`config.mk`:
```
export PLATFORM = sky130hd
export DESIGN_NAME = touch_baseline_window_max
export DESIGN_NICKNAME = d
export VERILOG_FILES = /design/src/rtl/tbwm_pkg.sv /design/src/rtl/touch_baseline_window_max.sv
export SDC_FILE = /design/constraint.sdc
export NUM_CORES = 2
export LEC_CHECK = 0
export ABC_AREA = 1
export BUFFER_PORTS_ARGS = -buffer_cell sky130_fd_sc_hd__buf_4
export CORE_MARGIN = 2
export CORE_UTILIZATION = 40
export CTS_BUF_LIST = sky130_fd_sc_hd__clkbuf_8
export CTS_CLUSTER_SIZE = 40
export DETAILED_ROUTE_END_ITERATION = 16
export PLACE_DENSITY_LB_ADDON = 0.12
export SKIP_LAST_GASP = 1
export SLEW_MARGIN = 20
export SYNTH_ARGS = -nofsm -noshare
export SYNTH_HDL_FRONTEND = slang
export SYNTH_SLANG_ARGS = --single-unit
```
`constraint.sdc`:
```
create_clock -name clk_i -period 17.1 [get_ports clk_i]
set_input_delay 5.13 -clock clk_i [delete_from_list [all_inputs] [get_ports clk_i]]
set_output_delay 5.13 -clock clk_i [all_outputs]
set_load 0.03 [all_outputs]
```
`src/rtl/tbwm_pkg.sv`:
```
// Shared types and constants for the touch baseline window-maximum block.
// No dependencies; imported by touch_baseline_window_max.
package tbwm_pkg;

  localparam int unsigned SAMPLE_W     = 14;
  localparam int unsigned MAX_CH       = 6;
  localparam int unsigned PERIOD_W     = 16;
  localparam int unsigned TDATA_W      = 88;  // 6 x 14 bits, padded to whole bytes
  localparam logic [PERIOD_W-1:0] PERIOD_RESET = 16'd6000;

  // Sequencer states
  typedef enum logic [2:0] {
    ST_IDLE,   // waiting for a sample transfer
    ST_LOAD,   // newest row read back, fold the samples in
    ST_SHIFT,  // history advances: open a fresh newest row
    ST_SCAN,   // one bucket row read per cycle into the running max
    ST_LAST,   // fold in the final row
    ST_OUT     // hand the drops to the output register
  } tbwm_state_e;

endpackage

```
`src/rtl/touch_baseline_window_max.sv`:
```
// Touch baseline: per-channel bucketed sliding-window maximum and drop output.
// Depends on tbwm_pkg (widths, reset period, sequencer state type).
//
// One transfer carries a count sample per channel; one transfer comes back with,
// per channel, the maximum over the bucket history minus the current sample. The
// history lives in a ring memory of BUCKETS rows (all channels side by side), and
// a period counter decides when it advances. After acceptance the newest row is
// merged with the samples and written back, a new bucket is opened by an extra
// write when the history advances, a scan reads one bucket row per cycle through
// a single read port and one bank of lane comparators, and the final row is
// folded in before the result is loaded into the output register. The input is
// not ready while an item is in work; the output register lets the next item
// start while a result waits.
// Rows never written since reset read as zero through per-row valid bits, so
// there is no clearing pass. The user must write bucket_period only while idle;
// the block itself does not enforce it.
module touch_baseline_window_max #(
  parameter int unsigned CHANNELS = 6,   // 1..6
  parameter int unsigned BUCKETS  = 20   // 2..64
) (
  input  logic                              clk_i,
  input  logic                              rst_ni,
  // Configuration: bucket_period
  input  logic                              cfg_we_i,
  input  logic [tbwm_pkg::PERIOD_W-1:0]     cfg_wdata_i,
  // Sample stream
  input  logic                              s_axis_tvalid_i,
  output logic                              s_axis_tready_o,
  // sample_0 [13:0], sample_1 [27:14], sample_2 [41:28], sample_3 [55:42],
  // sample_4 [69:56], sample_5 [83:70], zero [87:84]
  input  logic [tbwm_pkg::TDATA_W-1:0]      s_axis_tdata_i,
  // Drop stream
  output logic                              m_axis_tvalid_o,
  input  logic                              m_axis_tready_i,
  // drop_0 [13:0], drop_1 [27:14], drop_2 [41:28], drop_3 [55:42],
  // drop_4 [69:56], drop_5 [83:70], zero [87:84]
  output logic [tbwm_pkg::TDATA_W-1:0]      m_axis_tdata_o
);
  import tbwm_pkg::*;

  localparam int unsigned IDX_W = $clog2(BUCKETS);
  localparam int unsigned ROW_W = CHANNELS * SAMPLE_W;
  localparam logic [IDX_W-1:0] LAST_IDX = IDX_W'(BUCKETS - 1);

  // Registers
  tbwm_state_e              state_q, state_d;
  logic [PERIOD_W-1:0]      period_q;
  logic [PERIOD_W-1:0]      pcnt_q;
  logic                     adv_q;
  logic [IDX_W-1:0]         head_q;
  logic [IDX_W-1:0]         cnt_q;
  logic [BUCKETS-1:0]       vld_q;
  logic [SAMPLE_W-1:0]      smp_q [CHANNELS];
  logic [SAMPLE_W-1:0]      acc_q [CHANNELS];
  logic [ROW_W-1:0]         mem_q [BUCKETS];
  logic [ROW_W-1:0]         rd_data_q;
  logic                     rdv_q;
  logic                     out_valid_q;
  logic [TDATA_W-1:0]       out_data_q;

  // Sequencer controls
  logic                     in_fire;
  logic                     out_load;
  logic                     mem_we;
  logic                     wr_new;     // write the bare samples rather than the merged row
  logic                     cnt_clr;
  logic                     cnt_inc;
  logic                     acc_clr;
  logic                     acc_en;
  logic [IDX_W-1:0]         rd_addr;
  logic [IDX_W-1:0]         wr_addr;
  logic [IDX_W-1:0]         head_nx;

  // Datapath
  logic [ROW_W-1:0]         row_rd;
  logic [ROW_W-1:0]         row_upd;
  logic [ROW_W-1:0]         row_smp;
  logic [ROW_W-1:0]         wr_data;
  logic [SAMPLE_W-1:0]      acc_nx [CHANNELS];
  logic [TDATA_W-1:0]       drop_bus;
  logic [PERIOD_W:0]        pcnt_inc;
  logic [PERIOD_W-1:0]      pcnt_nx;

  assign in_fire  = s_axis_tvalid_i & s_axis_tready_o;
  assign head_nx  = (head_q == LAST_IDX) ? '0 : head_q + IDX_W'(1);
  assign out_load = (state_q == ST_OUT) && (!out_valid_q || m_axis_tready_i);

  // Period counter: increment, wrap to zero past the limit
  assign pcnt_inc = {1'b0, pcnt_q} + {{PERIOD_W{1'b0}}, 1'b1};
  assign pcnt_nx  = (pcnt_inc > {1'b0, period_q}) ? '0 : pcnt_inc[PERIOD_W-1:0];

  // Next state and controls
  always_comb begin
    state_d         = state_q;
    s_axis_tready_o = 1'b0;
    mem_we          = 1'b0;
    wr_new          = 1'b0;
    wr_addr         = head_q;
    cnt_clr         = 1'b0;
    cnt_inc         = 1'b0;
    acc_clr         = 1'b0;
    acc_en          = 1'b0;
    rd_addr         = cnt_q;
    case (state_q)
      ST_IDLE: begin
        s_axis_tready_o = 1'b1;
        rd_addr         = head_q;
        if (s_axis_tvalid_i) begin
          state_d = ST_LOAD;
        end
      end
      ST_LOAD: begin
        mem_we  = 1'b1;
        cnt_clr = 1'b1;
        acc_clr = 1'b1;
        state_d = adv_q ? ST_SHIFT : ST_SCAN;
      end
      ST_SHIFT: begin
        mem_we  = 1'b1;
        wr_new  = 1'b1;
        wr_addr = head_nx;
        state_d = ST_SCAN;
      end
      ST_SCAN: begin
        acc_en  = (cnt_q != '0);
        // index holds at the last row so reads stay inside the memory
        if (cnt_q == LAST_IDX) begin
          state_d = ST_LAST;
        end else begin
          cnt_inc = 1'b1;
        end
      end
      ST_LAST: begin
        acc_en  = 1'b1;
        state_d = ST_OUT;
      end
      ST_OUT: begin
        if (out_load) begin
          state_d = ST_IDLE;
        end
      end
      default: begin
        state_d = ST_IDLE;
      end
    endcase
  end

  // Per-lane merge, running max and drop
  assign row_rd = rdv_q ? rd_data_q : '0;
  always_comb begin
    drop_bus = '0;
    for (int c = 0; c < CHANNELS; c++) begin
      row_smp[c*SAMPLE_W +: SAMPLE_W] = smp_q[c];
      row_upd[c*SAMPLE_W +: SAMPLE_W] =
        (row_rd[c*SAMPLE_W +: SAMPLE_W] < smp_q[c]) ? smp_q[c]
                                                    : row_rd[c*SAMPLE_W +: SAMPLE_W];
      acc_nx[c] = (row_rd[c*SAMPLE_W +: SAMPLE_W] > acc_q[c])
                  ? row_rd[c*SAMPLE_W +: SAMPLE_W] : acc_q[c];
      drop_bus[c*SAMPLE_W +: SAMPLE_W] = acc_q[c] - smp_q[c];
    end
  end
  assign wr_data = wr_new ? row_smp : row_upd;

  // State register
  always_ff @(posedge clk_i or negedge rst_ni) begin
    if (!rst_ni) begin
      state_q <= ST_IDLE;
    end else begin
      state_q <= state_d;
    end
  end

  // Control registers
  always_ff @(posedge clk_i or negedge rst_ni) begin
    if (!rst_ni) begin
      period_q    <= PERIOD_RESET;
      pcnt_q      <= '0;
      adv_q       <= 1'b0;
      head_q      <= '0;
      cnt_q       <= '0;
      vld_q       <= '0;
      rdv_q       <= 1'b0;
      out_valid_q <= 1'b0;
    end else begin
      if (cfg_we_i) begin
        period_q <= cfg_wdata_i;
      end
      if (in_fire) begin
        pcnt_q <= pcnt_nx;
        adv_q  <= (pcnt_nx == '0);
      end
      if (state_q == ST_SHIFT) begin
        head_q <= head_nx;
      end
      if (cnt_clr) begin
        cnt_q <= '0;
      end else if (cnt_inc) begin
        cnt_q <= cnt_q + IDX_W'(1);
      end
      if (mem_we) begin
        vld_q[wr_addr] <= 1'b1;
      end
      rdv_q <= vld_q[rd_addr];
      if (out_load) begin
        out_valid_q <= 1'b1;
      end else if (m_axis_tready_i) begin
        out_valid_q <= 1'b0;
      end
    end
  end

  // Payload registers
  always_ff @(posedge clk_i) begin
    for (int c = 0; c < CHANNELS; c++) begin
      if (in_fire) begin
        smp_q[c] <= s_axis_tdata_i[c*SAMPLE_W +: SAMPLE_W];
      end
      if (acc_clr) begin
        acc_q[c] <= '0;
      end else if (acc_en) begin
        acc_q[c] <= acc_nx[c];
      end
    end
    if (out_load) begin
      out_data_q <= drop_bus;
    end
  end

  // Bucket ring memory: one write and one registered read per cycle
  always_ff @(posedge clk_i) begin
    if (mem_we) begin
      mem_q[wr_addr] <= wr_data;
    end
    rd_data_q <= mem_q[rd_addr];
  end

  assign m_axis_tvalid_o = out_valid_q;
  assign m_axis_tdata_o  = out_data_q;

  // Checks
  a_accept_starts_work: assert property (@(posedge clk_i) disable iff (!rst_ni)
    in_fire |=> (state_q == ST_LOAD) && !s_axis_tready_o)
    else $error("accepted sample did not start the sequence");

  a_scan_bounded: assert property (@(posedge clk_i) disable iff (!rst_ni)
    (state_q == ST_SCAN) |-> (cnt_q <= LAST_IDX))
    else $error("scan index past last bucket");

  a_result_presented: assert property (@(posedge clk_i) disable iff (!rst_ni)
    out_load |=> m_axis_tvalid_o && (state_q == ST_IDLE))
    else $error("loaded result not presented");

  a_head_row_valid: assert property (@(posedge clk_i) disable iff (!rst_ni)
    (state_q == ST_SCAN) |-> vld_q[head_q])
    else $error("newest bucket row not marked valid before scan");

endmodule
```
==> impl_metrics.tcl <==
set metrics [dict create \
    combinationalPowerShare_pct 39.6 \
    io_pins 199 \
    htree_num_levels 5 \
    cts_buffers 379 \
    num_rows 172 \
    post_cts_resized 0 \
    clock_latency_ps 1090 \
    rsz0062_at_grt "no" \
    start_kind "register" \
    crit_arrival_ps 2240 \
    grt_pass1_wl_microns 361500 \
    setup_slack_ps 9729 \
    status "completed" \
    core-area_sq_um 219300 \
    syn_avg_cell_area_sq_um 12.56 \
    cts.sinks 2084 \
    cp_max_fo 12 \
    post_route_cells_drive_above_1_share_pct 12.96 \
    r2r_slack_ps 11730 \
    muxShareOfSynthArea_pct 0.01280 \
    drcViolationCount 0 \
    final_common_cell "edfxtp_1" \
    cts-root-buf "clkbuf_8" \
    firstDrtPassIters 6 \
    multi_input_area_sq_um 23540 \
    ant_nets 0 \
    fin_crit_ps 7371 \
    synth_compound_area_share_pct 12.17 \
    synth_edf_count 1932 \
    dieArea_sq_um 223800 \
    r2r_cells 15 \
    totalWireLength_microns 244400 \
    cts_tree "yes" \
    gp_congestion 0.7911 \
    postCtsSetupRepairBufs 0 \
    synth-xor-area-share_pct 0.9568 \
    layout_common_cells "edfxtp_1 (1932), nor2_1 (830), nand2_1 (757)" \
    post-place-ws_ps 9998 \
    post_drt_wl_per_cell_microns 23.28 \
    fillers 20030 \
    period_share_pct 43.11 \
    ys_ff_latch 2084 \
    worstReg2RegStart "state_q[0]" \
    synth-warning-count 0 \
    holdBufCountCts 0 \
    cp-startpoint "state_q[0]" \
    gr-usage-all-layers_pct 21.45 \
    cap_viol_max_count 0 \
    synthSimpleGateAreaFrac_pct 9.437 \
    hold_class "reg -> reg" \
    grt_pass1_vias 56506 \
    synth_fa_ha_area_share_pct 3.833 \
    hold_viol_final 0 \
    grt_max_degree 196 \
    syn_to_final_growth_pct 13.43 \
    vias 56920 \
    r2r_end "rd_data_q[52]" \
    p_seq_share_pct 38.1 \
    clk_pin_slew_ps 60 \
    ys_types 54 \
    cts.path.max_buffers 4 \
    drv_slew 0 \
    syn_inst 7007 \
    crit_type "reg -> out" \
    gr-total-overflow 0 \
    p_int_mw 11.99 \
    pwr_density_cell_nw_per_um2 200.6 \
    fp.dieH_microns 473.1 \
    dr.first_iter.drc_count 4473 \
    slew_headroom_pct 20.47 \
    fin_nets 7708 \
    clkPwrFrac_pct 22.3 \
    synthFlopType "edfxtp_1" \
    hpwlAfterDp_microns 120900 \
    portBuffers 190 \
    setup_tns_ps 0 \
    netlist_area_sq_um 88010 \
    ff_latch_area_sq_um 61410 \
    vias_per_cell 5.422 \
    crit_required_ps 11970 \
    setup_viol 0 \
    start_util_pct 40.13 \
    worst_slew_pin_slew_ps 1193 \
    synth_top_family_by_area "compound AO/OA/AOI/OAI gates" \
    cp-end-kind "output port" \
    switching_share_pct 40.15 \
    ys_seq_area_share_pct 69.78 \
    fmax_mhz 135.7 \
    ir_drop_v 0.0002407 \
    switchingPower_mw 8.042 \
    endpoint "s_axis_tready_o" \
    synthArstFlopShare_pct 3.263 \
    die_w_microns 473.1 \
    skew_ps 98.27 \
    leakage_nw 36.22 \
    antenna_found_initial 3 \
]
[worst min path at each step]
| stage | startpoint | to | depth (start not counted) |
|---|---|---|---|
| finish | vld_q[18] | vld_q[18] | 2 |
| floorplan | vld_q[18] | vld_q[18] | 2 |
| global route | vld_q[4] | vld_q[4] | 1 |
| global placement | vld_q[18] | vld_q[18] | 2 |
| CTS | vld_q[18] | vld_q[18] | 2 |
| detailed placement | vld_q[9] | vld_q[9] | 2 |
[registers in the layout (all words and copies together) (netlist names)]
signal	flops
pcnt_q	16
rdv_q	1
adv_q	1
m_axis_tdata_o	84
m_axis_tvalid_o	1
state_q	3
smp_q	84
period_q	16
head_q	5
acc_q	84
mem_q	1680
cnt_q	5
vld_q	20
rd_data_q	84
[Yosys cell counts, types with 76 or more instances]
library cell | n | area share [%]
clkbuf_1 | 163 | 0.70
o21bai_1 | 86 | 0.73
buf_2 | 169 | 0.96
nor2_1 | 848 | 3.6
o21ai_1 | 155 | 0.88
o21ai_0 | 792 | 4.5
edfxtp_1 | 1932 | 66
o221ai_1 | 185 | 1.8
nand3_1 | 220 | 1.3
o22ai_1 | 84 | 0.60
ha_1 | 260 | 3.7
dfxtp_1 | 84 | 1.9
a21oi_1 | 152 | 0.86
or2_2 | 76 | 0.54
inv_1 | 370 | 1.6
o211ai_1 | 263 | 2.2
nand2_1 | 758 | 3.2
[stage by stage]
step	cells	total power, mW	util [%]	hold slack, ps	cell area [sq um]
finish	10498	20.03	45.52	455.8	99830
global route	10496	21.39	45.52	481.2	99820
CTS	10494	20.28	45.50	462.2	99780
detailed placement	9823	15.75	42.25	445.5	92660
global placement	9823	15.64	42.25	437.0	92640
floorplan	7010	13.02	-	424.4	88020
[power groups by stage]
stage,clock [mW],sequential (mW),combinational (mW)
finish,4.46,7.64,7.93
global route,4.81,7.70,8.88
CTS,4.59,7.65,8.04
detailed placement,0,7.75,8.00
global placement,0,7.74,7.90
floorplan,0,7.82,5.20
[cell families after synthesis]
logic type | Yosys count
AOI/OAI and AO/OA | 1774
muxes | 1
other | 1
and+or+nand+nor | 2009
buffers and inverters | 778
adders and majority gates | 266
DFF | 2084
xor gates and xnor gates | 94
[critical path: stages, from the launching register on]
cell     delay, ps
dfrtp_1        430
nor2_2         180
nand2_2        270
inv_2          170
buf_4          180
[layer usage]
metal | part of all wire [%] | track usage [%] | vias to the layer above
li1 | - | - | 26388
met1 | 45 | 29.19 | 28696
met2 | 48 | 35.70 | 1456
met3 | 4.9 | 3.210 | 380
met4 | 2.2 | 6.037 | 0
met5 | 0 | 0 | -
[final cells by class]
class	instances	share of cell area [%]
Clock buffer	427	5.887
Timing Repair Buffer	340	2.695
Inverter	380	1.473
Antenna cell	4	0.01003
Sequential cell	2084	61.52
Multi-Input combinational cell	4148	23.58
Clock inverter	244	1.242
Tap cell	2871	3.598
(Power assumes the default switching activity.)
